==> src/design/ecfms_pkg.sv <==
package ecfms_pkg;

   localparam int CSR_INDEX_WIDTH = 3;
   localparam int CSR_DATA_WIDTH  = 16;

   localparam logic [CSR_INDEX_WIDTH-1:0] CSR_FAIL_START_LIMIT  = 3'd0;
   localparam logic [CSR_INDEX_WIDTH-1:0] CSR_FAIL_STOP_LIMIT   = 3'd1;
   localparam logic [CSR_INDEX_WIDTH-1:0] CSR_SIMULATE_ENABLE   = 3'd2;
   localparam logic [CSR_INDEX_WIDTH-1:0] CSR_SIM_AUTO_SELECTOR = 3'd3;
   localparam logic [CSR_INDEX_WIDTH-1:0] CSR_SIM_RUN_FEEDBACK  = 3'd4;
   localparam logic [CSR_INDEX_WIDTH-1:0] CSR_SIM_TRIP_FEEDBACK = 3'd5;
   localparam logic [CSR_INDEX_WIDTH-1:0] CSR_BYPASS_INTERLOCK  = 3'd6;
   localparam logic [CSR_INDEX_WIDTH-1:0] CSR_ASSIGNED_PRIORITY = 3'd7;

   localparam logic [15:0] LIMIT_RESET        = 16'd120;
   localparam logic [6:0]  PRIORITY_IDLE      = 7'd99;
   localparam logic [5:0]  SECONDS_PER_MINUTE = 6'd60;
   localparam logic [5:0]  MINUTES_PER_HOUR   = 6'd60;

   localparam logic [2:0] STATE_STOP       = 3'd0;
   localparam logic [2:0] STATE_RUN        = 3'd1;
   localparam logic [2:0] STATE_MAINT      = 3'd3;
   localparam logic [2:0] STATE_TRIP       = 3'd4;
   localparam logic [2:0] STATE_FAIL_START = 3'd5;
   localparam logic [2:0] STATE_FAIL_STOP  = 3'd6;

   typedef enum logic [1:0] {
      MODE_OFF    = 2'd0,
      MODE_MANUAL = 2'd1,
      MODE_AUTO   = 2'd2,
      MODE_MAINT  = 2'd3
   } mode_type;

   typedef struct packed {
      logic       auto_selector;
      logic       run_feedback;
      logic       trip_feedback;
      logic       interlock_ok;
      logic       auto_start;
      logic       second_pulse;
      logic       reset_request;
      logic       mode_write;
      logic [1:0] mode_value;
   } req_type;

   typedef struct packed {
      logic        start_command;
      logic        permissive;
      logic        fault_active;
      logic        available;
      logic        running;
      logic [6:0]  priority_out;
      logic [2:0]  state_code;
      logic        fail_to_start;
      logic        fail_to_stop;
      logic [15:0] start_time;
      logic [15:0] stop_time;
      logic [31:0] run_hours;
   } rsp_type;

endpackage

==> src/design/ec_fan_motor_supervisor.sv <==
// The result beat of an accepted scan is held in a registered result stage.
// Throughput: one scan per cycle; the next scan is taken while a result beat
// waits, as long as the result register is empty or being drained.
// The whole scan is evaluated in one pass of logic from the state registers.
// Reset (synchronous, active high) clears all scan state and the result valid flag,
// and returns every configuration register to its default; the result payload is not reset.
module ec_fan_motor_supervisor
   import ecfms_pkg::*;
(
   input  logic                       clock,
   input  logic                       reset,
   input  logic                       req_valid,
   output logic                       req_ready,
   input  req_type                    req_data,
   output logic                       rsp_valid,
   input  logic                       rsp_ready,
   output rsp_type                    rsp_data,
   input  logic                       csr_write,
   input  logic [CSR_INDEX_WIDTH-1:0] csr_index,
   input  logic [CSR_DATA_WIDTH-1:0]  csr_wdata
);

   // configuration
   logic [15:0] fail_start_limit_ff;
   logic [15:0] fail_stop_limit_ff;
   logic        simulate_enable_ff;
   logic        sim_auto_selector_ff;
   logic        sim_run_feedback_ff;
   logic        sim_trip_feedback_ff;
   logic        bypass_interlock_ff;
   logic [6:0]  assigned_priority_ff;

   // scan state
   mode_type    operator_mode_ff, operator_mode_in;
   mode_type    effective_mode_ff, effective_mode_in;
   logic        fault_latch_ff, fault_latch_in;
   logic [2:0]  state_reg_ff, state_reg_in;
   logic        start_fail_ff, start_fail_in;
   logic        stop_fail_ff, stop_fail_in;
   logic [15:0] start_counter_ff, start_counter_in;
   logic [15:0] stop_counter_ff, stop_counter_in;
   logic [5:0]  second_count_ff, second_count_in;
   logic [5:0]  minute_count_ff, minute_count_in;
   logic [31:0] hour_total_ff, hour_total_in;
   logic        previous_command_ff;
   logic        previous_run_ff;

   logic        rsp_valid_ff, rsp_valid_in;
   rsp_type     rsp_data_ff, rsp_data_in;

   logic        accept;

   assign req_ready = !rsp_valid_ff || rsp_ready;
   assign accept    = req_valid && req_ready;
   assign rsp_valid = rsp_valid_ff;
   assign rsp_data  = rsp_data_ff;

   assign rsp_valid_in = accept ? 1'b1 : (rsp_ready ? 1'b0 : rsp_valid_ff);

   always_comb begin
      logic        sel;
      logic        run;
      logic        trip;
      logic        ilk;
      logic        clear;
      logic        perm;
      logic        avail;
      logic [6:0]  prio;
      logic        cmd;
      logic        rise_cmd;
      logic        fall_cmd;
      logic        fall_run;
      logic [15:0] cnt;
      logic [5:0]  sec_sum;
      logic [5:0]  min_sum;
      mode_type    mode;

      if (simulate_enable_ff) begin
         sel  = sim_auto_selector_ff;
         run  = sim_run_feedback_ff;
         trip = sim_trip_feedback_ff;
      end else begin
         sel  = req_data.auto_selector;
         run  = req_data.run_feedback;
         trip = req_data.trip_feedback;
      end
      if (effective_mode_ff == MODE_MAINT) begin
         trip = 1'b0;
      end
      ilk = bypass_interlock_ff || req_data.interlock_ok;

      operator_mode_in = req_data.mode_write ? mode_type'(req_data.mode_value)
                                             : operator_mode_ff;
      mode             = operator_mode_in;
      fault_latch_in   = fault_latch_ff;
      state_reg_in     = state_reg_ff;
      start_fail_in    = start_fail_ff;
      stop_fail_in     = stop_fail_ff;
      start_counter_in = start_counter_ff;
      stop_counter_in  = stop_counter_ff;

      // alarm latch
      if (trip && mode != MODE_MAINT) begin
         fault_latch_in = 1'b1;
         state_reg_in   = STATE_TRIP;
         mode           = MODE_OFF;
      end else if (start_fail_ff) begin
         fault_latch_in = 1'b1;
         state_reg_in   = STATE_FAIL_START;
         mode           = MODE_OFF;
      end else if (stop_fail_ff) begin
         fault_latch_in = 1'b1;
         state_reg_in   = STATE_FAIL_STOP;
         mode           = MODE_OFF;
      end

      clear = req_data.reset_request && !trip;
      if (clear) begin
         fault_latch_in   = 1'b0;
         state_reg_in     = STATE_STOP;
         start_counter_in = '0;
         stop_counter_in  = '0;
         start_fail_in    = 1'b0;
         stop_fail_in     = 1'b0;
         if (operator_mode_in == MODE_MANUAL) begin
            operator_mode_in = MODE_OFF;
         end
      end

      // permissive
      perm  = 1'b0;
      avail = 1'b0;
      prio  = PRIORITY_IDLE;
      if (fault_latch_in) begin
         perm = 1'b0;
      end else if (mode == MODE_MAINT) begin
         state_reg_in = STATE_MAINT;
      end else begin
         if (sel) begin
            avail = (mode == MODE_AUTO);
            prio  = avail ? assigned_priority_ff : PRIORITY_IDLE;
            perm  = ilk;
         end
         state_reg_in = run ? STATE_RUN : STATE_STOP;
      end

      cmd = perm && ((mode == MODE_AUTO && req_data.auto_start) || mode == MODE_MANUAL);

      // supervision timers
      fall_run = previous_run_ff && !run;
      rise_cmd = cmd && !previous_command_ff;
      fall_cmd = !cmd && previous_command_ff;
      cnt      = '0;
      if (sel && mode != MODE_MAINT) begin
         if (cmd && !run) begin
            cnt = (rise_cmd || fall_run) ? 16'd0 : start_counter_in;
            if (req_data.second_pulse && cnt != 16'hFFFF) begin
               cnt = cnt + 16'd1;
            end
            start_counter_in = cnt;
            start_fail_in    = cnt > fail_start_limit_ff;
         end else if (!cmd && run) begin
            cnt = fall_cmd ? 16'd0 : stop_counter_in;
            if (req_data.second_pulse && cnt != 16'hFFFF) begin
               cnt = cnt + 16'd1;
            end
            stop_counter_in = cnt;
            stop_fail_in    = cnt > fail_stop_limit_ff;
         end
      end else if (!fault_latch_in) begin
         state_reg_in = run ? STATE_RUN : STATE_STOP;
      end

      // run hour totalizer
      second_count_in = second_count_ff;
      minute_count_in = minute_count_ff;
      hour_total_in   = hour_total_ff;
      sec_sum         = second_count_ff + 6'd1;
      min_sum         = minute_count_ff;
      if (req_data.second_pulse && run) begin
         if (sec_sum >= SECONDS_PER_MINUTE) begin
            min_sum         = minute_count_ff + 6'd1;
            second_count_in = '0;
         end else begin
            second_count_in = sec_sum;
         end
         if (min_sum >= MINUTES_PER_HOUR) begin
            if (hour_total_ff != 32'hFFFF_FFFF) begin
               hour_total_in = hour_total_ff + 32'd1;
            end
            minute_count_in = '0;
         end else begin
            minute_count_in = min_sum;
         end
      end

      effective_mode_in = mode;

      rsp_data_in.start_command = cmd;
      rsp_data_in.permissive    = perm;
      rsp_data_in.fault_active  = fault_latch_in;
      rsp_data_in.available     = avail;
      rsp_data_in.running       = run;
      rsp_data_in.priority_out  = prio;
      rsp_data_in.state_code    = state_reg_in;
      rsp_data_in.fail_to_start = start_fail_in;
      rsp_data_in.fail_to_stop  = stop_fail_in;
      rsp_data_in.start_time    = start_counter_in;
      rsp_data_in.stop_time     = stop_counter_in;
      rsp_data_in.run_hours     = hour_total_in;
   end

   always_ff @(posedge clock) begin
      if (reset) begin
         fail_start_limit_ff  <= LIMIT_RESET;
         fail_stop_limit_ff   <= LIMIT_RESET;
         simulate_enable_ff   <= 1'b0;
         sim_auto_selector_ff <= 1'b0;
         sim_run_feedback_ff  <= 1'b0;
         sim_trip_feedback_ff <= 1'b0;
         bypass_interlock_ff  <= 1'b0;
         assigned_priority_ff <= PRIORITY_IDLE;
         operator_mode_ff     <= MODE_OFF;
         effective_mode_ff    <= MODE_OFF;
         fault_latch_ff       <= 1'b0;
         state_reg_ff         <= STATE_STOP;
         start_fail_ff        <= 1'b0;
         stop_fail_ff         <= 1'b0;
         start_counter_ff     <= '0;
         stop_counter_ff      <= '0;
         second_count_ff      <= '0;
         minute_count_ff      <= '0;
         hour_total_ff        <= '0;
         previous_command_ff  <= 1'b0;
         previous_run_ff      <= 1'b0;
         rsp_valid_ff         <= 1'b0;
      end else begin
         if (csr_write) begin
            case (csr_index)
               CSR_FAIL_START_LIMIT: begin
                  fail_start_limit_ff <= csr_wdata[15:0];
               end
               CSR_FAIL_STOP_LIMIT: begin
                  fail_stop_limit_ff <= csr_wdata[15:0];
               end
               CSR_SIMULATE_ENABLE: begin
                  simulate_enable_ff <= csr_wdata[0];
               end
               CSR_SIM_AUTO_SELECTOR: begin
                  sim_auto_selector_ff <= csr_wdata[0];
               end
               CSR_SIM_RUN_FEEDBACK: begin
                  sim_run_feedback_ff <= csr_wdata[0];
               end
               CSR_SIM_TRIP_FEEDBACK: begin
                  sim_trip_feedback_ff <= csr_wdata[0];
               end
               CSR_BYPASS_INTERLOCK: begin
                  bypass_interlock_ff <= csr_wdata[0];
               end
               CSR_ASSIGNED_PRIORITY: begin
                  assigned_priority_ff <= csr_wdata[6:0];
               end
               default: begin
               end
            endcase
         end
         if (accept) begin
            operator_mode_ff    <= operator_mode_in;
            effective_mode_ff   <= effective_mode_in;
            fault_latch_ff      <= fault_latch_in;
            state_reg_ff        <= state_reg_in;
            start_fail_ff       <= start_fail_in;
            stop_fail_ff        <= stop_fail_in;
            start_counter_ff    <= start_counter_in;
            stop_counter_ff     <= stop_counter_in;
            second_count_ff     <= second_count_in;
            minute_count_ff     <= minute_count_in;
            hour_total_ff       <= hour_total_in;
            previous_command_ff <= rsp_data_in.start_command;
            previous_run_ff     <= rsp_data_in.running;
         end
         rsp_valid_ff <= rsp_valid_in;
      end
   end

   // result beat payload
   always_ff @(posedge clock) begin
      if (accept) begin
         rsp_data_ff <= rsp_data_in;
      end
   end

`ifndef SYNTHESIS
   // a latched fault always carries its cause in the state code
   assert property (@(posedge clock) disable iff (reset)
      rsp_valid && rsp_data.fault_active |->
         (rsp_data.state_code == STATE_TRIP || rsp_data.state_code == STATE_FAIL_START ||
          rsp_data.state_code == STATE_FAIL_STOP))
      else $error("fault latched without a fault state code");

   assert property (@(posedge clock) disable iff (reset)
      rsp_valid && rsp_data.start_command |-> rsp_data.permissive)
      else $error("start command without permissive");

   assert property (@(posedge clock) disable iff (reset)
      rsp_valid && !rsp_data.available |-> rsp_data.priority_out == PRIORITY_IDLE)
      else $error("priority given while unavailable");

   assert property (@(posedge clock) disable iff (reset)
      req_valid && req_ready |=> rsp_valid)
      else $error("accepted scan produced no result beat");

   assert property (@(posedge clock) disable iff (reset)
      fault_latch_ff |-> !(rsp_valid_ff && rsp_data_ff.permissive && rsp_data_ff.fault_active))
      else $error("permissive granted with fault latched");
`endif

endmodule

==> config.mk <==
export PLATFORM = sky130hd
export DESIGN_NAME = ec_fan_motor_supervisor
export DESIGN_NICKNAME = d
export VERILOG_FILES = /design/src/design/ecfms_pkg.sv /design/src/design/ec_fan_motor_supervisor.sv
export SDC_FILE = /design/constraint.sdc
export NUM_CORES = 1
export LEC_CHECK = 0
export ABC_AREA = 1
export BUFFER_PORTS_ARGS = -buffer_cell sky130_fd_sc_hd__buf_2
export CAP_MARGIN = 20
export CORE_MARGIN = 2
export CORE_UTILIZATION = 45
export DETAILED_ROUTE_END_ITERATION = 16
export PLACE_DENSITY = 0.66
export SLEW_MARGIN = 10
export SYNTH_ARGS = -nofsm -noshare
export SYNTH_HDL_FRONTEND = slang
export SYNTH_SLANG_ARGS = --single-unit
==> constraint.sdc <==
create_clock -name clock -period 5.37 [get_ports clock]
set_input_delay 0.2685 -clock clock [delete_from_list [all_inputs] [get_ports clock]]
set_output_delay 0.2685 -clock clock [all_outputs]
set_load 0.01 [all_outputs]
Word-level counts from Yosys, hierarchy flattened
Index checks and enable logic that the tools add are counted.

Flip-flop bits (word level): 214. Input port bits: 34. Output and inout port bits: 83. Word-level logic and storage cells: 156.

Add/sub/neg operators: 5. Order comparisons: 4. Equality and inequality tests: 17. Mux-type cells: 58. Bitwise gates (word level): 2. Reductions and logical operators: 36.

Operators by type and width (count): 2-to-1 mux 16 bit (16); 2-to-1 mux 32 bit (3); adder 16 x 1 -> 16 bit (second input constant) (2); adder 32 x 1 -> 32 bit (second input constant) (1); greater-than comparator 16 bit (2); inequality test 16 bit (second input constant) (2); inequality test 32 bit (second input constant) (1); 2-to-1 mux 6 bit (4); 2-to-1 mux 1 bit (21); 2-to-1 mux 3 bit (7); AND reduction 2 bit (9); logical AND 1 bit (14); 2-to-1 mux 2 bit (7); adder 6 x 1 -> 6 bit (second input constant) (2); == test 3 bit (second input constant) (4); greater-or-equal comparator 6 bit (second input constant) (2); == test 2 bit (second input constant) (3); == test 3 x 2 -> 1 bit (second input constant) (2); logical NOT 1 bit (5); == test 2 x 1 -> 1 bit (second input constant) (2); logical OR 1 bit (4); inequality test 2 bit (second input constant) (2); OR reduction 4 bit (1); == test 3 x 1 -> 1 bit (second input constant) (1); 4 further kinds (5).

Depth between registers and ports, before layout
Gate-level depths: netlist of the first run.

Depth in word-level cells: 21. Mapped depth: 37. Mapped depth without buffers: 35.

Worst setup path before layout of the first run
Ideal clock, no wire load.

Path kind: register -> register. Start point: register simulate_enable_ff. End point: register stop_fail_ff. Library setup time: 0.057 ns. Data arrival time: 3.923 ns. Data required time: 5.313 ns. Slack: 1.390 ns. Stages on the path, launching flop included: 31. Path buffers: 2. Clock period less this slack: 3.980 ns. Cell sequence: dfxtp_1 -> inv_1 -> nand2_1 -> a21oi_1 -> nand2_4 -> nor2_8 -> nand2_4 -> nand2_8 -> buf_2 -> nand2_1 -> inv_1 -> ha_1 -> inv_1 -> nor2_1 -> nand3_4 -> nor2_4 -> nand2_2 -> o21ai_4 -> buf_6 -> nand2_1 -> a21boi_0 -> ha_1 -> nand2_1 -> o21ai_0 -> nand3_1 -> a21oi_1 -> a211oi_1 -> a32o_1 -> o21ai_0 -> o21ai_1 -> inv_1.

RTL lines: start, declared (RTL line ec_fan_motor_supervisor.sv:26) `logic simulate_enable_ff;`; start signal, assigned (RTL line ec_fan_motor_supervisor.sv:247) `simulate_enable_ff <= csr_wdata[0];`; end signal, assigned (RTL line ec_fan_motor_supervisor.sv:274) `stop_fail_ff <= stop_fail_in;`; end, declared (RTL line ec_fan_motor_supervisor.sv:39) `logic stop_fail_ff, stop_fail_in;`.

==> run summary, run 1 <==
Critical path capture point type = flip-flop
Crit start category = flip-flop
Routed vias = 11590
Wire length on met1 = 16.0 mm
Vias in the first global route = 10933
Via-to-Cell Ratio = 5.02
DIE WIDTH = 173 um
Yosys warns = 0
DRC violations left = 0
CP Data Required Time = 5.80 ns
Largest net degree at the start of global routing = 84
CP dominant cell by count = inv_1
Arr. time, crit path = 5.09 ns
Finished Layout Cells = 2308
Total gr overflow = 0
Synth Flop Type = dfxtp_1
First-pass GRT wire length = 55.5 mm
Launch point of the worst path = simulate_enable_ff$_SDFFE_PP0P_
Number of nets in the layout = 1974
Syn Nets = 1882
CP endpoint = start_fail_ff$_SDFFE_PP0P_
Worst skew pair latency = 0.53 ns
CTS tree = done
Post-route clock period utilization = 86.9%
Metal3 WL = 1.75 mm
Core Rows = 62
R2r worst-path depth = 31
Pwr dens = 291 nW/um^2
Syn_area_per_cell = 7.13 sq um
Worst r2r dst = start_fail_ff$_SDFFE_PP0P_
Peak VDD IR = 0.228 mV
Crit-path max FO = 13
Core Region = 28500 sq um
CTS root buffer = clkbuf_16
Reg-to-reg slack, setup = 0.71 ns
Synth Register Bits = 214
Initial core utilization = 45.4%
Worst slew pin tran = 1.07 ns
Cells after Synth = 1811
Hold crit path type = in2reg
Die area = 30100 sq um
Synth async-reset ratio = 0%
Clk_skew = 0.0125 ns
Critical-path top delay cell = o21ai_4
RSZ-0062 raised after global routing = no
CP max stage delay = 0.43 ns
Layout cell share with drive strength beyond 1 = 14.0%
Status = complete, no violations
Worst-path clk slew = 0.06 ns
Finished Core Util = 51.3%
Initial antenna violation count = 1
DRT iter0 DRCs = 703
Max frequency = 214 MHz
Mapped Area = 12900 sq um
Remaining antenna violation count after routing = 0
Setup TNS = 0 ns
Inserted Clock Buffers = 26
H-tree depth = 1
GPL Wtd Cong = 0.902
Die Span Y = 173 um
Routed length per placed instance = 14.7 um
Dpl cells = 2256
Setup Viol. Count Final = 0
Num ports = 117
Drt total wl = 33.9 mm
Slew margin rel. = 28.1%
CP Class = reg2reg
Hold Vio Cnt, Final = 0
Crit path time final = 4.66 ns
Seq/Total Area, Yosys = 39.4%
WL met2 = 15.1 mm
Count of cell types in the netlist = 54
GRT Total Usage = 22.4%
Maximum clock insertion buffer count = 3
Post-CTS resize count = 0
Port bufs = 116
Synthesis-to-finish area growth = 13.1%
Sink Count = 214
Launching point of the worst reg2reg path = simulate_enable_ff$_SDFFE_PP0P_
HPWL Detailed = 24.5 mm
1st-pass router iterations = 5
Post-synth EDFFs = 81
Final number of max-transition violations = 0
Top Layer Used = met4
P_leak = 6.98 nW
Max-Cap Viols = 0
what timing repair did:
action	CTS	global route
endpoints found under the hold margin	5	0
buffers inserted	0	0
endpoints found under the setup margin	0	0
hold buffers	3	0
critical path: cells and delay by family, from the launching register on:
| kind | cells | cell delay (ns) |
|---|---|---|
| AO/OA/AOI/OAI | 5 | 1.04 |
| adder cells (fa/ha/maj) | 2 | 0.52 |
| buffers and inverters | 7 | 0.88 |
| flip-flops | 1 | 0.39 |
| AND/OR/NAND/NOR | 17 | 1.71 |
cells in the final DEF (no fill, tap or decap), drive strengths merged, types with 3 or more instances in the layout:
cell / instances
nor3b: 6
clkinv: 8
dfxtp: 133
ha: 37
nand2: 522
xnor2: 8
o211ai: 11
dlygate4sd3: 3
xor2: 23
a21oi: 123
nand4: 25
o21ai: 81
edfxtp: 81
inv: 296
and2: 7
nor4: 7
or2: 4
buf: 127
nor3: 27
a211oi: 5
nor2: 179
clkbuf: 36
nand3: 160
through the flow:
| step | hold WS (ns) | area, sq um | total power [mW] | setup WS [ns] |
|---|---|---|---|---|
| 3_3_place_gp | 0.435 | 13700 | 2.53 | 0.944 |
| 3_5_place_dp | 0.441 | 13700 | 2.55 | 0.813 |
| 2_1_floorplan | 0.395 | 12900 | 2.35 | 1.39 |
| 4_1_cts | 0.00165 | 14600 | 4.30 | 0.784 |
| 6_report | 0.0198 | 14600 | 4.25 | 0.706 |
| 5_1_grt | 0.0264 | 14600 | 4.45 | 0.249 |
routing by layer:
| layer | vias up | GRT usage [%] |
|---|---|---|
| met4 | 0 | 6.43 |
| met1 | 5279 | 30.7 |
| met3 | 62 | 3.20 |
| met2 | 270 | 37.0 |
| li1 | 5979 | - |
| met5 | - | 0 |
logic make-up after synthesis:
logic type	after synthesis	synth area share (%)
xor+xnor	31	2.10
fa+ha+maj	37	3.58
compound gates	231	9.68
simple gates	938	33.9
buf+inv	360	11.3
flops	214	39.4
cell type report:
cell class	count	area, sq um
Antenna cell	1	2.50
Clock buffer	36	759
Clock inverter	12	96.3
Fill cell	2822	13900
Inverter	294	1110
Multi-Input combinational cell	1237	6370
Sequential cell	214	5090
Tap cell	384	480
Timing Repair Buffer	130	697
worst min path at each step:
stage                     cells after the start                            startpoint                                   end  slack [ns]
after detailed placement                      2  assigned_priority_ff[0]$_SDFFE_PP1P_  assigned_priority_ff[0]$_SDFFE_PP1P_        0.44
after global placement                        2  assigned_priority_ff[0]$_SDFFE_PP1P_  assigned_priority_ff[0]$_SDFFE_PP1P_        0.43
final                                         3                          csr_wdata[3]    fail_stop_limit_ff[3]$_SDFFE_PP1P_        0.02
after floorplan                               2                          csr_wdata[1]  assigned_priority_ff[1]$_SDFFE_PP1P_        0.39
after CTS                                     3                          csr_wdata[3]    fail_stop_limit_ff[3]$_SDFFE_PP1P_       0.002
after global routing                          3                          csr_wdata[3]   fail_start_limit_ff[3]$_SDFFE_PP1P_        0.03
Yosys cell counts (10+ instances only):
cell / n / area share [%]
nand2_1: 489 / 14
inv_1: 282 / 8.2
nor2_1: 157 / 4.6
nand3_1: 139 / 5.4
dfxtp_1: 133 / 21
a21oi_1: 123 / 4.8
edfxtp_1: 81 / 19
o21ai_0: 55 / 2.1
clkbuf_1: 41 / 1.2
ha_1: 37 / 3.6
nor3_1: 25 / 0.97
nand4_1: 24 / 1.2
o21ai_1: 24 / 0.93
xor2_1: 23 / 1.6
nand2_4: 17 / 1.5
nand3_2: 17 / 1.3
nand2_2: 13 / 0.63
nor2_2: 13 / 0.63
buf_2: 12 / 0.47
o211ai_1: 11 / 0.64
inv_2: 10 / 0.29
flip-flops by register name, indices dropped and copies added (netlist names), 2 cells and up:
signal / cells
start_counter_ff: 16
second_count_ff: 6
stop_counter_ff: 16
effective_mode_ff: 2
hour_total_ff: 32
minute_count_ff: 6
rsp_data: 81
state_reg_ff: 3
fail_stop_limit_ff: 16
fail_start_limit_ff: 16
assigned_priority_ff: 7
operator_mode_ff: 2
power breakdown:
group	switching (mW)	total [mW]	internal, mW
sequential	0.0551	1.86	1.80
clock	0.695	1.73	1.04
combinational	0.444	0.662	0.218
No activity file was read; power rests on OpenSTA's default activity.
==> run 2: changes to the inputs <==
- CTS_BUF_LIST: unset -> sky130_fd_sc_hd__clkbuf_4 sky130_fd_sc_hd__clkbuf_8 sky130_fd_sc_hd__clkbuf_16
==> run 2 against run 1 <==
Compared with the run above: cell count did not move; global-route usage barely moved; register-to-register slack barely moved; clock skew about the same; cell area up 0.10%; critical path type unchanged; largest power group unchanged.
==> run summary, run 2 (synthesis gave the netlist of run 1 again) <==
Port bufs = 116 (unchanged)
Worst-path clk slew = 0.06 ns (about the same)
Worst skew pair latency = 0.54 ns (was 0.53 ns)
Pre-CTS setup slack = 0.813 ns (unchanged)
Num ports = 117 (unchanged)
H-tree depth = 1 (unchanged)
Critical-path top delay cell = o21ai_4 (unchanged)
Most frequent cells in the layout = nand2_1, inv_1, nor2_1, nand3_1, dfxtp_1 (unchanged)
Arr. time, crit path = 5.09 ns (about the same)
Power consumption = 4.27 mW (was 4.25 mW)
HPWL Detailed = 24.5 mm (unchanged)
Fillers = 2827 (was 2822)
CTS tree = done (unchanged)
Hold crit path type = in2reg (unchanged)
CP max stage delay = 0.43 ns (about the same)
DRC violations left = 0 (unchanged)
Crit start category = flip-flop (unchanged)
Peak VDD IR = 0.234 mV (was 0.228 mV)
Pwr dens = 292 nW/um^2 (was 291 nW/um^2)
Routed vias = 11628 (was 11590)
Cell area after layout = 14600 sq um (about the same)
CP dominant cell by count = inv_1 (unchanged)
Drt total wl = 33.9 mm (about the same)
Post-route clock period utilization = 86.8% (was 86.9%)
Via-to-Cell Ratio = 5.04 (was 5.02)
Most common cell after layout, fill and taps aside = nand2_1 (unchanged)
Post-CTS Setup Repair Bufs = 0 (unchanged)
GPL Wtd Cong = 0.902 (unchanged)
DIE WIDTH = 173 um (unchanged)
Sink Count = 214 (unchanged)
Number of nets in the layout = 1974 (unchanged)
Slew margin rel. = 28.3% (was 28.1%)
CP Data Required Time = 5.80 ns (about the same)
DRT iter0 DRCs = 717 (was 703)
Critical path capture point type = flip-flop (unchanged)
P_leak = 6.99 nW (was 6.98 nW)
Post-route setup slack = 0.707 ns (was 0.706 ns)
Die Span Y = 173 um (unchanged)
Worst slew pin tran = 1.07 ns (about the same)
Core Region = 28500 sq um (unchanged)
Layout cell share with drive strength beyond 1 = 14.2% (was 14.0%)
Placed Area = 13700 sq um (unchanged)
Post-CTS resize count = 0 (unchanged)
Setup Viol. Count Final = 0 (unchanged)
Remaining antenna violation count after routing = 0 (unchanged)
Largest net degree at the start of global routing = 84 (unchanged)
Routed length per placed instance = 14.7 um (about the same)
Hold WS = 0.0173 ns (was 0.0198 ns)
Crit path time final = 4.66 ns (about the same)
Inserted Clock Buffers = 26 (unchanged)
Die area = 30100 sq um (unchanged)
CTS root buffer = clkbuf_16 (unchanged)
First-pass GRT wire length = 55.5 mm (about the same)
GRT Total Usage = 22.4% (about the same)
CP Class = reg2reg (unchanged)
Vias in the first global route = 10921 (was 10933)
Synthesis-to-finish area growth = 13.2% (was 13.1%)
Initial core utilization = 45.4% (unchanged)
Crit-path max FO = 13 (unchanged)
Max-Cap Viols = 0 (unchanged)
RSZ-0062 raised after global routing = no (unchanged)
Total gr overflow = 0 (unchanged)
Maximum clock insertion buffer count = 3 (unchanged)
Max frequency = 214 MHz (about the same)
1st-pass router iterations = 5 (unchanged)
Initial antenna violation count = 1 (unchanged)
Max FFs per register = 81 (unchanged)
Hold Vio Cnt, Final = 0 (unchanged)
Hold Buf Count CTS = 3 (unchanged)
Status = complete, no violations (unchanged)
Clk_skew = 0.0127 ns (was 0.0125 ns)
Setup TNS = 0 ns (unchanged)
Core Rows = 62 (unchanged)
Final number of max-transition violations = 0 (unchanged)
==> run 2: critical path: cells and delay by family (launching register included) <==
family          cells  cell delay (ns)
compound gates      5             1.05
fa+ha+maj           2             0.52
buf+inv             7             0.88
flops               1             0.38
simple gates       17             1.72
==> run 2: layer usage <==
metal / routed length [um] / global-route usage (%) / part of all wire [%]
met3: 1740 / 3.11 / 5.1
met4: 988 / 6.57 / 2.9
met1: 16000 / 30.8 / 47
met2: 15100 / 37.0 / 45
met5: 0 / 0 / 0
==> run 2: where the power goes <==
| part | total, mW | internal (mW) | switching, mW | leakage [nW] |
|---|---|---|---|---|
| clock | 1.75 | 1.06 | 0.696 | 0.440 |
| combinational | 0.662 | 0.218 | 0.443 | 4.66 |
| sequential | 1.86 | 1.80 | 0.0552 | 1.89 |
==> run 2: final cells by class <==
cell class	count	area (sq um)	share of cell area (%)
antenna	1	2.50	0.0171
tap	384	480	3.29
clock buffer	36	774	5.30
timing repair buffer	130	697	4.77
inverter	294	1110	7.61
sequential	214	5090	34.8
clock inverter	12	96.3	0.659
multi-input combinational	1237	6370	43.5
==> run 2: stage by stage <==
stage / util, % / instances
after floorplan: - / 1811
after detailed placement: 48.2 / 2256
final: 51.4 / 2308
after CTS: 51.4 / 2307
after global placement: 48.2 / 2255
after global routing: 51.4 / 2307
==> run 2: final timing paths <==
| kind | from | end | slack, ns | cells after the start |
|---|---|---|---|---|
| max reg2reg | simulate_enable_ff$_SDFFE_PP0P_ | start_fail_ff$_SDFFE_PP0P_ | 0.71 | 31 |
| min | csr_wdata[3] | fail_stop_limit_ff[3]$_SDFFE_PP1P_ | 0.02 | 3 |
| min reg2reg | assigned_priority_ff[0]$_SDFFE_PP1P_ | assigned_priority_ff[0]$_SDFFE_PP1P_ | 0.45 | 2 |
| max | simulate_enable_ff$_SDFFE_PP0P_ | start_fail_ff$_SDFFE_PP0P_ | 0.71 | 31 |
